`src/rtl/fsa_pkg.sv`:
```
// types, codes and constants of the fixed slot allocator
package fsa_pkg;

    localparam int ADDR_W      = 32;
    localparam int LOG2_W      = 4;
    localparam int CNT_W       = 11;
    localparam int STATUS_W    = 3;
    localparam int CFG_IDX_W   = 2;
    localparam int CFG_DATA_W  = 32;
    localparam int OUT_TDATA_W = 48;

    localparam int NUM_SLOTS_DEF = 1024;
    localparam int WORD_BITS_DEF = 64;

    localparam logic [ADDR_W-1:0] RST_REGION_BASE = 32'd0;
    localparam logic [LOG2_W-1:0] RST_SLOT_LOG2   = 4'd3;
    localparam logic [CNT_W-1:0]  RST_SLOTS       = 11'd1024;

    typedef enum logic [STATUS_W-1:0] {
        ST_OK           = 3'd0,
        ST_NO_SPACE     = 3'd1,
        ST_OUT_OF_RANGE = 3'd2,
        ST_MISALIGNED   = 3'd3,
        ST_ALREADY_FREE = 3'd4
    } t_status;

    typedef enum logic {
        CMD_ALLOC = 1'b0,
        CMD_FREE  = 1'b1
    } t_cmd;

    typedef enum logic [CFG_IDX_W-1:0] {
        CFG_REGION_BASE  = 2'd0,
        CFG_SLOT_LOG2    = 2'd1,
        CFG_SLOTS_IN_USE = 2'd2
    } t_cfg_idx;

    typedef enum logic [1:0] {
        S_CLEAR  = 2'd0,
        S_IDLE   = 2'd1,
        S_READ   = 2'd2,
        S_UPDATE = 2'd3
    } t_state;

endpackage

```
`src/rtl/fsa_word_ram.sv`:
```
// free-map word memory: one write port, one registered read port
module fsa_word_ram #(
    parameter int DEPTH = 16,
    parameter int WIDTH = 64,
    parameter int AW    = (DEPTH > 1) ? $clog2(DEPTH) : 1
) (
    input  logic             i_clk,
    input  logic             i_we,
    input  logic [AW-1:0]    i_waddr,
    input  logic [WIDTH-1:0] i_wdata,
    input  logic             i_re,
    input  logic [AW-1:0]    i_raddr,
    output logic [WIDTH-1:0] o_rdata
);

    logic [WIDTH-1:0] r_mem [DEPTH];
    logic [WIDTH-1:0] r_rdata;

    always_ff @(posedge i_clk) begin
        if (i_we) begin
            r_mem[i_waddr] <= i_wdata;
        end
    end

    always_ff @(posedge i_clk) begin
        if (i_re) begin
            r_rdata <= r_mem[i_raddr];
        end
    end

    assign o_rdata = r_rdata;

endmodule

```
`src/rtl/fixed_slot_allocator.sv`:
```
// Fixed slot allocator: hands out equal-size slots of a memory region, lowest address first,
// and takes them back. One free bit per slot is kept in a word memory of WORD_BITS-bit words
// with a summary bit per word in flip-flops. After acceptance a command reads its free-map
// word in S_READ, then in S_UPDATE waits until the output register is free, updates and
// writes back that word and registers its result. The next command is taken in the cycle
// after the result has gone to the output register, so a new command is taken only once
// the last one is through. After reset and after every write to a defined configuration
// register the free map is rebuilt by a clearing pass of one word per cycle over all
// NUM_WORDS words (16 at the defaults), during which no command is accepted.
module fixed_slot_allocator #(
    parameter int NUM_SLOTS = fsa_pkg::NUM_SLOTS_DEF,
    parameter int WORD_BITS = fsa_pkg::WORD_BITS_DEF
) (
    input  logic                               i_clk,
    input  logic                               i_rst_n,
    input  logic                               i_cfg_valid,
    output logic                               o_cfg_ready,
    input  logic [fsa_pkg::CFG_IDX_W-1:0]      i_cfg_index,
    input  logic [fsa_pkg::CFG_DATA_W-1:0]     i_cfg_data,
    input  logic                               i_s_tvalid,
    output logic                               o_s_tready,
    input  logic [fsa_pkg::ADDR_W-1:0]         i_s_tdata,   // slot_address
    input  logic [0:0]                         i_s_tuser,   // command
    output logic                               o_m_tvalid,
    input  logic                               i_m_tready,
    output logic [fsa_pkg::OUT_TDATA_W-1:0]    o_m_tdata,   // granted_address, free_count, zero pad
    output logic [fsa_pkg::STATUS_W-1:0]       o_m_tuser    // status
);

    import fsa_pkg::*;

    localparam int NUM_WORDS = (NUM_SLOTS + WORD_BITS - 1) / WORD_BITS;
    localparam int WA_W      = (NUM_WORDS > 1) ? $clog2(NUM_WORDS) : 1;
    localparam int BIT_W     = $clog2(WORD_BITS);
    localparam int IDX_W     = $clog2(NUM_WORDS * WORD_BITS);
    localparam int PAD_W     = OUT_TDATA_W - CNT_W - ADDR_W;

    // configuration
    logic [ADDR_W-1:0]    r_region_base;
    logic [LOG2_W-1:0]    r_slot_log2;
    logic [CNT_W-1:0]     r_slots;
    logic                 cfg_hit;
    logic [CNT_W-1:0]     active_slots;

    // control
    t_state               r_state, n_state;
    logic [WA_W-1:0]      r_clr_addr, n_clr_addr;
    logic [NUM_WORDS-1:0] r_has_free, n_has_free;
    logic [CNT_W-1:0]     r_free_total, n_free_total;
    logic [WA_W-1:0]      r_first_word, first_word;
    logic                 r_any_free;

    // command in flight
    t_cmd                 r_cmd, n_cmd;
    logic [ADDR_W-1:0]    r_offset, n_offset;
    logic [WA_W-1:0]      r_word_addr, n_word_addr;
    logic [BIT_W-1:0]     r_bit, n_bit;
    t_status              r_chk, n_chk;

    // output register
    logic                 r_out_valid, n_out_valid;
    t_status              r_out_status, n_out_status;
    logic [ADDR_W-1:0]    r_out_granted, n_out_granted;
    logic [CNT_W-1:0]     r_out_count, n_out_count;

    // memory port
    logic                 ram_we, ram_re;
    logic [WA_W-1:0]      ram_waddr, ram_raddr;
    logic [WORD_BITS-1:0] ram_wdata, ram_rdata;

    // datapath
    logic [WORD_BITS-1:0] clr_mask;
    logic [ADDR_W-1:0]    span;
    logic [ADDR_W-1:0]    align_mask;
    logic                 out_of_range;
    logic                 misaligned;
    logic [IDX_W-1:0]     slot_idx;
    logic [WA_W-1:0]      free_word;
    logic [BIT_W-1:0]     free_bit;
    logic [BIT_W-1:0]     pick_bit;
    logic [WORD_BITS-1:0] alloc_word;
    logic [ADDR_W-1:0]    grant_slot;
    logic [ADDR_W-1:0]    grant_addr;

    fsa_word_ram #(
        .DEPTH (NUM_WORDS),
        .WIDTH (WORD_BITS),
        .AW    (WA_W)
    ) u_word_ram (
        .i_clk   (i_clk),
        .i_we    (ram_we),
        .i_waddr (ram_waddr),
        .i_wdata (ram_wdata),
        .i_re    (ram_re),
        .i_raddr (ram_raddr),
        .o_rdata (ram_rdata)
    );

    assign o_cfg_ready = 1'b1;
    assign cfg_hit     = i_cfg_valid && (i_cfg_index == CFG_REGION_BASE ||
                                         i_cfg_index == CFG_SLOT_LOG2 ||
                                         i_cfg_index == CFG_SLOTS_IN_USE);

    always_ff @(posedge i_clk) begin
        if (!i_rst_n) begin
            r_region_base <= RST_REGION_BASE;
            r_slot_log2   <= RST_SLOT_LOG2;
            r_slots       <= RST_SLOTS;
        end else if (i_cfg_valid) begin
            case (i_cfg_index)
                CFG_REGION_BASE:  r_region_base <= i_cfg_data[ADDR_W-1:0];
                CFG_SLOT_LOG2:    r_slot_log2   <= i_cfg_data[LOG2_W-1:0];
                CFG_SLOTS_IN_USE: r_slots       <= i_cfg_data[CNT_W-1:0];
                default: ;
            endcase
        end
    end

    // slot count saturates at the map size
    always_comb begin
        if (32'(r_slots) > NUM_SLOTS) begin
            active_slots = CNT_W'(NUM_SLOTS);
        end else begin
            active_slots = r_slots;
        end
    end

    // rebuilt word for the clearing pass: bits of slots below the active count
    always_comb begin
        for (int b = 0; b < WORD_BITS; b++) begin
            clr_mask[b] = (32'(r_clr_addr) * WORD_BITS + b) < 32'(active_slots);
        end
    end

    // lowest word with a free slot, registered for the next command
    always_comb begin
        first_word = '0;
        for (int i = NUM_WORDS - 1; i >= 0; i--) begin
            if (r_has_free[i]) begin
                first_word = WA_W'(i);
            end
        end
    end

    // free path checks on the offset into the region
    assign span         = 32'(active_slots) << r_slot_log2;
    assign align_mask   = (32'd1 << r_slot_log2) - 32'd1;
    assign out_of_range = r_offset >= span;
    assign misaligned   = (r_offset & align_mask) != '0;
    assign slot_idx     = IDX_W'(r_offset >> r_slot_log2);
    assign free_word    = WA_W'(slot_idx / WORD_BITS);
    assign free_bit     = BIT_W'(slot_idx % WORD_BITS);

    // lowest free bit of the word read for an allocate
    always_comb begin
        pick_bit = '0;
        for (int b = WORD_BITS - 1; b >= 0; b--) begin
            if (ram_rdata[b]) begin
                pick_bit = BIT_W'(b);
            end
        end
    end

    assign alloc_word = ram_rdata & ~({{(WORD_BITS-1){1'b0}}, 1'b1} << pick_bit);
    assign grant_slot = 32'(r_word_addr) * WORD_BITS + 32'(pick_bit);
    assign grant_addr = r_region_base + (grant_slot << r_slot_log2);

    always_comb begin
        n_state       = r_state;
        n_clr_addr    = r_clr_addr;
        n_has_free    = r_has_free;
        n_free_total  = r_free_total;
        n_cmd         = r_cmd;
        n_offset      = r_offset;
        n_word_addr   = r_word_addr;
        n_bit         = r_bit;
        n_chk         = r_chk;
        n_out_valid   = r_out_valid && !i_m_tready;
        n_out_status  = r_out_status;
        n_out_granted = r_out_granted;
        n_out_count   = r_out_count;
        ram_we        = 1'b0;
        ram_waddr     = r_word_addr;
        ram_wdata     = ram_rdata;
        ram_re        = 1'b0;
        ram_raddr     = r_word_addr;

        case (r_state)
            S_CLEAR: begin
                ram_we                 = 1'b1;
                ram_waddr              = r_clr_addr;
                ram_wdata              = clr_mask;
                n_has_free[r_clr_addr] = |clr_mask;
                n_free_total           = active_slots;
                if (r_clr_addr == WA_W'(NUM_WORDS - 1)) begin
                    n_state = S_IDLE;
                end else begin
                    n_clr_addr = r_clr_addr + 1'b1;
                end
            end
            S_IDLE: begin
                if (i_s_tvalid) begin
                    n_cmd    = t_cmd'(i_s_tuser);
                    n_offset = i_s_tdata - r_region_base;
                    n_state  = S_READ;
                end
            end
            S_READ: begin
                if (r_cmd == CMD_ALLOC) begin
                    n_word_addr = r_first_word;
                    n_chk       = r_any_free ? ST_OK : ST_NO_SPACE;
                end else begin
                    n_word_addr = free_word;
                    n_bit       = free_bit;
                    if (out_of_range) begin
                        n_chk = ST_OUT_OF_RANGE;
                    end else if (misaligned) begin
                        n_chk = ST_MISALIGNED;
                    end else begin
                        n_chk = ST_OK;
                    end
                end
                ram_re    = 1'b1;
                ram_raddr = n_word_addr;
                n_state   = S_UPDATE;
            end
            S_UPDATE: begin
                // wait here until the output register is free
                if (!r_out_valid || i_m_tready) begin
                    n_out_valid   = 1'b1;
                    n_out_status  = r_chk;
                    n_out_granted = '0;
                    if (r_chk == ST_OK) begin
                        if (r_cmd == CMD_ALLOC) begin
                            ram_we                  = 1'b1;
                            ram_wdata               = alloc_word;
                            n_has_free[r_word_addr] = |alloc_word;
                            n_free_total            = r_free_total - 1'b1;
                            n_out_granted           = grant_addr;
                        end else if (ram_rdata[r_bit]) begin
                            n_out_status = ST_ALREADY_FREE;
                        end else begin
                            ram_we    = 1'b1;
                            ram_wdata = ram_rdata |
                                        ({{(WORD_BITS-1){1'b0}}, 1'b1} << r_bit);
                            n_has_free[r_word_addr] = 1'b1;
                            n_free_total            = r_free_total + 1'b1;
                        end
                    end
                    n_out_count = n_free_total;
                    n_state     = S_IDLE;
                end
            end
            default: begin
                n_state = S_CLEAR;
            end
        endcase

        // any write to a defined register rebuilds the map
        if (cfg_hit) begin
            n_state    = S_CLEAR;
            n_clr_addr = '0;
        end
    end

    always_ff @(posedge i_clk) begin
        if (!i_rst_n) begin
            r_state      <= S_CLEAR;
            r_clr_addr   <= '0;
            r_has_free   <= '0;
            r_free_total <= '0;
            r_any_free   <= 1'b0;
            r_out_valid  <= 1'b0;
        end else begin
            r_state      <= n_state;
            r_clr_addr   <= n_clr_addr;
            r_has_free   <= n_has_free;
            r_free_total <= n_free_total;
            r_any_free   <= |r_has_free;
            r_out_valid  <= n_out_valid;
        end
    end

    always_ff @(posedge i_clk) begin
        r_first_word  <= first_word;
        r_cmd         <= n_cmd;
        r_offset      <= n_offset;
        r_word_addr   <= n_word_addr;
        r_bit         <= n_bit;
        r_chk         <= n_chk;
        r_out_status  <= n_out_status;
        r_out_granted <= n_out_granted;
        r_out_count   <= n_out_count;
    end

    assign o_s_tready = (r_state == S_IDLE);
    assign o_m_tvalid = r_out_valid;
    assign o_m_tdata  = {{PAD_W{1'b0}}, r_out_count, r_out_granted};
    assign o_m_tuser  = r_out_status;

endmodule

```
`config.mk`:
```
export PLATFORM = sky130hd
export DESIGN_NAME = fixed_slot_allocator
export DESIGN_NICKNAME = d
export VERILOG_FILES = /design/src/rtl/fsa_pkg.sv /design/src/rtl/fsa_word_ram.sv /design/src/rtl/fixed_slot_allocator.sv
export SDC_FILE = /design/constraint.sdc
export NUM_CORES = 2
export LEC_CHECK = 0
export BUFFER_PORTS_ARGS = -buffer_cell sky130_fd_sc_hd__buf_2
export CAP_MARGIN = 20
export CORE_MARGIN = 1
export CORE_UTILIZATION = 25
export CTS_BUF_LIST = sky130_fd_sc_hd__clkbuf_16
export DETAILED_ROUTE_END_ITERATION = 7
export SLEW_MARGIN = 30
export SYNTH_ARGS = -nofsm -noshare
export SYNTH_HDL_FRONTEND = slang
export SYNTH_SLANG_ARGS = --single-unit
```
`constraint.sdc`:
```
create_clock -name i_clk -period 9.09 [get_ports i_clk]
set_clock_uncertainty 0.15 [all_clocks]
set_input_delay 0 -clock i_clk [delete_from_list [all_inputs] [get_ports i_clk]]
set_output_delay 0 -clock i_clk [all_outputs]
set_load 0.01 [all_outputs]
```
==> impl_metrics.ini <==
[clocking]
cts_tree = built
clk_path_buf_depth = 3
cts_buffers = 139
htree_levels = 4
cts.sinks = 1265
root_buffer = clkbuf_16
clk_latency_ps = 830
ctsResizeCount = 0
post_cts_buffers = 0
clk_pin_slew_worst_paths_ps = 70

[global_route]
grt_use_met1_pct = 23.0
grt_pass1_vias = 38758
antenna_found_initial = 7
grt_usage_pct = 16.8
grt_max_degree = 130
use_met2_pct = 26.6
gr-total-overflow = 0
grtUsageMet3_pct = 2.92
grt_pass1_wl_mm = 289
busiest_layer = met2

[finish]
layout-drive-gt1-share_pct = 19.3
fill_cells = 23372
synthToLayoutAreaGrowth_pct = 19.1
stdcell_count = 7741
fin_nets = 4659
multi_input_area_um2 = 21100
regArea_um2 = 37100
n_antenna_cell = 0

[yosys]
synth_top_area_share_pct = 59.6
synth.most_common_cell = edfxtp_1
ys.flop_type = edfxtp_1
synth_largest_area_cell = edfxtp_1
synth.distinct_cells = 101
synth_edf_count = 1175
yosysSeqAreaShare_pct = 62.6
synth_area_leaders = edfxtp_1, mux4_2, dfxtp_1, a21oi_1, ha_1
yosys_warnings = 0
synthCells = 4183
postSynth.asyncResetShare_pct = 0
yosys-top-cells-count = edfxtp_1, a21oi_1, mux4_2
synth.cell_area_um2 = 59200
synth_area_per_cell_um2 = 14.2
synth-seq-cells = 1265

[status]
violations = hold timing
outcome = finished, violations left

[run]
maxCapViolCount = 0

[placed_design]
hpwl_mm = 131
globalplace.congestion = 1.02
portBuffers = 119
place_ws_ps = 1050
place_inst = 7337

[pwr]
p_int_mw = 10.0
leakage_nw = 22.6
ir_drop_mv = 0.133
netSwitchingFraction_pct = 23.2
p_seq_share_pct = 49.6
powerDensity_nw_per_um2 = 185
clockPowerShare_pct = 43.4
p_comb_share_pct = 7.0
p_switching_mw = 3.03

[worst_setup_path]
end_kind = register
cp.required_ps = 9480
r2r_end = r_out_granted[31]$_SDFFCE_PP0P_
cp_max_fo = 8
crit_type = register to register
arrival_ps = 8520
cp-start-kind = register
reg2reg_depth = 24
ff2ff_setup_slack_ps = 960
reg2reg_from = u_word_ram.o_rdata[50]$_DFFE_PN_

[sta]
fin_ws_ps = 963
period_needed_ps = 8130
slew-limit-headroom_pct = 23.7
finalSetupTns_ps = 0
rsz0062_at_grt = no
hold_violations = 1
tightest_slew_ps = 1140
timing.fmax_mhz = 123
hold_ws_ps = -23.5
finalSetupViolations = 0
post-route-period-util_pct = 89.4
slew_viol_final = 0

[drt]
drt_first_iter_violations = 4241
drc = 0
routed_wirelength_mm = 204
vias_per_cell = 5.12
firstDrtPassIters = 8
detail-route-antenna-nets = 0
routedWlPerCell_um = 26.3
num_vias = 39596

[hold_path]
min_to = r_slots[0]$_SDFFE_PN0P_
min_from = i_cfg_data[0]
min_path_type = input port to register
min_delay_path_depth = 4

[die]
die_height_um = 489
num_io_pins = 126
die_w_um = 489
initial_core_util_pct = 25.2
num_rows = 178
fp.coreArea_um2 = 235000
die-area_um2 = 239000
flip-flops by register name, summed over array words and instances (netlist names), 2 cells and up:
signal and cells:
o_m_tuser 3, r_bit 6, r_chk 2, r_clr_addr 4
r_first_word 4, r_free_total 11, r_has_free 16, r_offset 32
r_out_count 11, r_out_granted 32, r_region_base 32, r_slot_log2 4
r_slots 11, r_state 2, r_word_addr 4, u_word_ram.o_rdata 64
u_word_ram.r_mem 1024
metrics by stage:
| stage | total power [mW] | hold slack [ps] | util [%] | cell area, um2 |
|---|---|---|---|---|
| final | 13.1 | -23.5 | 30.0 | 70500 |
| after detailed placement | 7.45 | 30.8 | 27.3 | 64300 |
| after global placement | 7.44 | 33.5 | 27.3 | 64100 |
| after CTS | 13.2 | 1.31 | 29.9 | 70500 |
| after floorplan | 7.12 | -51.1 | - | 59200 |
| after global routing | 13.5 | 29.3 | 30.0 | 70500 |
worst max-delay path, cell delays in order (launching register included):
cell      delay (ps)
edfxtp_1         630
nor2_1            90
a221oi_1         800
o211ai_1         350
a21o_1           300
o211ai_1         580
nand2_1          320
o21ai_1          600
mux2_2           340
nand2_1           60
o21ai_0          190
mux2i_1          170
and2_1           190
ha_1             290
o21ai_0          130
a21oi_1          190
inv_1             60
a311o_1          360
and3_1           190
o31ai_1          390
o21ai_0          210
o21ai_0          550
or3b_2           510
xor2_1           150
nor2_1            60
cells in the final DEF (no fill, tap or decap), types with 14 or more instances in the layout:
| cell type | synthesis | routed |
|---|---|---|
| or4_1 | 18 | 18 |
| mux2i_1 | 119 | 119 |
| a21o_1 | 43 | 43 |
| a22oi_1 | 15 | 15 |
| and2_1 | 78 | 77 |
| nor2_1 | 281 | 264 |
| o211ai_1 | 20 | 20 |
| nand3_1 | 60 | 60 |
| clkinv_1 | 3 | 22 |
| nor3_1 | 75 | 72 |
| o31ai_1 | 16 | 15 |
| a21oi_1 | 332 | 321 |
| ha_1 | 100 | 97 |
| clkbuf_16 | 0 | 141 |
| buf_4 | 7 | 127 |
| xnor2_1 | 45 | 45 |
| o21ai_0 | 236 | 223 |
| o22ai_1 | 18 | 18 |
| nor2b_1 | 33 | 33 |
| edfxtp_1 | 1175 | 1175 |
| dfxtp_1 | 90 | 88 |
| o21a_1 | 17 | 17 |
| nand2_1 | 268 | 268 |
| a31oi_1 | 34 | 29 |
| o21ai_1 | 12 | 14 |
| dlygate4sd3_1 | 0 | 155 |
| nor4_1 | 29 | 27 |
| or3_1 | 18 | 17 |
| mux4_2 | 294 | 294 |
| nand2b_1 | 41 | 41 |
| a211oi_1 | 86 | 86 |
| buf_2 | 17 | 119 |
| and3_1 | 17 | 17 |
| nor2_4 | 0 | 17 |
| xor2_1 | 22 | 22 |
| nand4_1 | 17 | 17 |
| inv_1 | 106 | 134 |
| clkinv_2 | 0 | 17 |
logic make-up (layout without fill, tap and decap cells):
kind of cell    count (synthesis)  after routing  synth area share (%)
fa+ha+maj                     102            102                  2.18
mux                           427            427                  13.5
simple gates                  995            995                  8.30
xor+xnor                       67             67                 0.991
buf+inv                       371            775                  2.50
other cells                     2              6                0.0127
flops                        1265           1265                  62.6
compound gates                954            954                  9.93
routing by layer:
layer / part of all wire, % / vias up
met5: 0.0079 / -
met4: 3.2 / 4
met3: 7.0 / 309
met2: 46 / 1701
met1: 44 / 20561
li1: - / 17021
layout make-up:
type	count	area share (%)
clock buffer	141	5.00
clock inverter	106	1.55
inverter	111	0.603
multi-input combinational	2551	29.8
sequential	1265	52.6
tap	3150	5.59
timing repair buffer	417	4.84
worst max path at each step:
stage	from	endpoint	slack, ps	cells past startpoint
2_1_floorplan	r_state[0]$_SDFFE_PP0P_	u_word_ram.r_mem[11][0]$_DFFE_PP_	2130	8
3_3_place_gp	u_word_ram.o_rdata[50]$_DFFE_PN_	r_out_granted[31]$_SDFFCE_PP0P_	1130	24
3_5_place_dp	u_word_ram.o_rdata[50]$_DFFE_PN_	r_out_granted[31]$_SDFFCE_PP0P_	1050	24
4_1_cts	u_word_ram.o_rdata[50]$_DFFE_PN_	r_out_granted[31]$_SDFFCE_PP0P_	1050	24
5_1_grt	u_word_ram.o_rdata[50]$_DFFE_PN_	r_out_granted[31]$_SDFFCE_PP0P_	600	25
6_report	u_word_ram.o_rdata[50]$_DFFE_PN_	r_out_granted[31]$_SDFFCE_PP0P_	960	24
power groups by stage:
stage | Sequential [mW] | Combinational, mW | Clock (mW)
after floorplan | 6.59 | 0.522 | 0
after global placement | 6.60 | 0.834 | 0
after detailed placement | 6.61 | 0.845 | 0
after CTS | 6.48 | 0.919 | 5.80
after global routing | 6.48 | 0.986 | 6.02
final | 6.48 | 0.920 | 5.68
repair_timing:
action / in CTS / in global routing
endpoints found under the hold margin: 137 / 0
endpoints found under the setup margin: 0 / 0
hold buffers: 155 / 0
(Power assumes the default switching activity.)
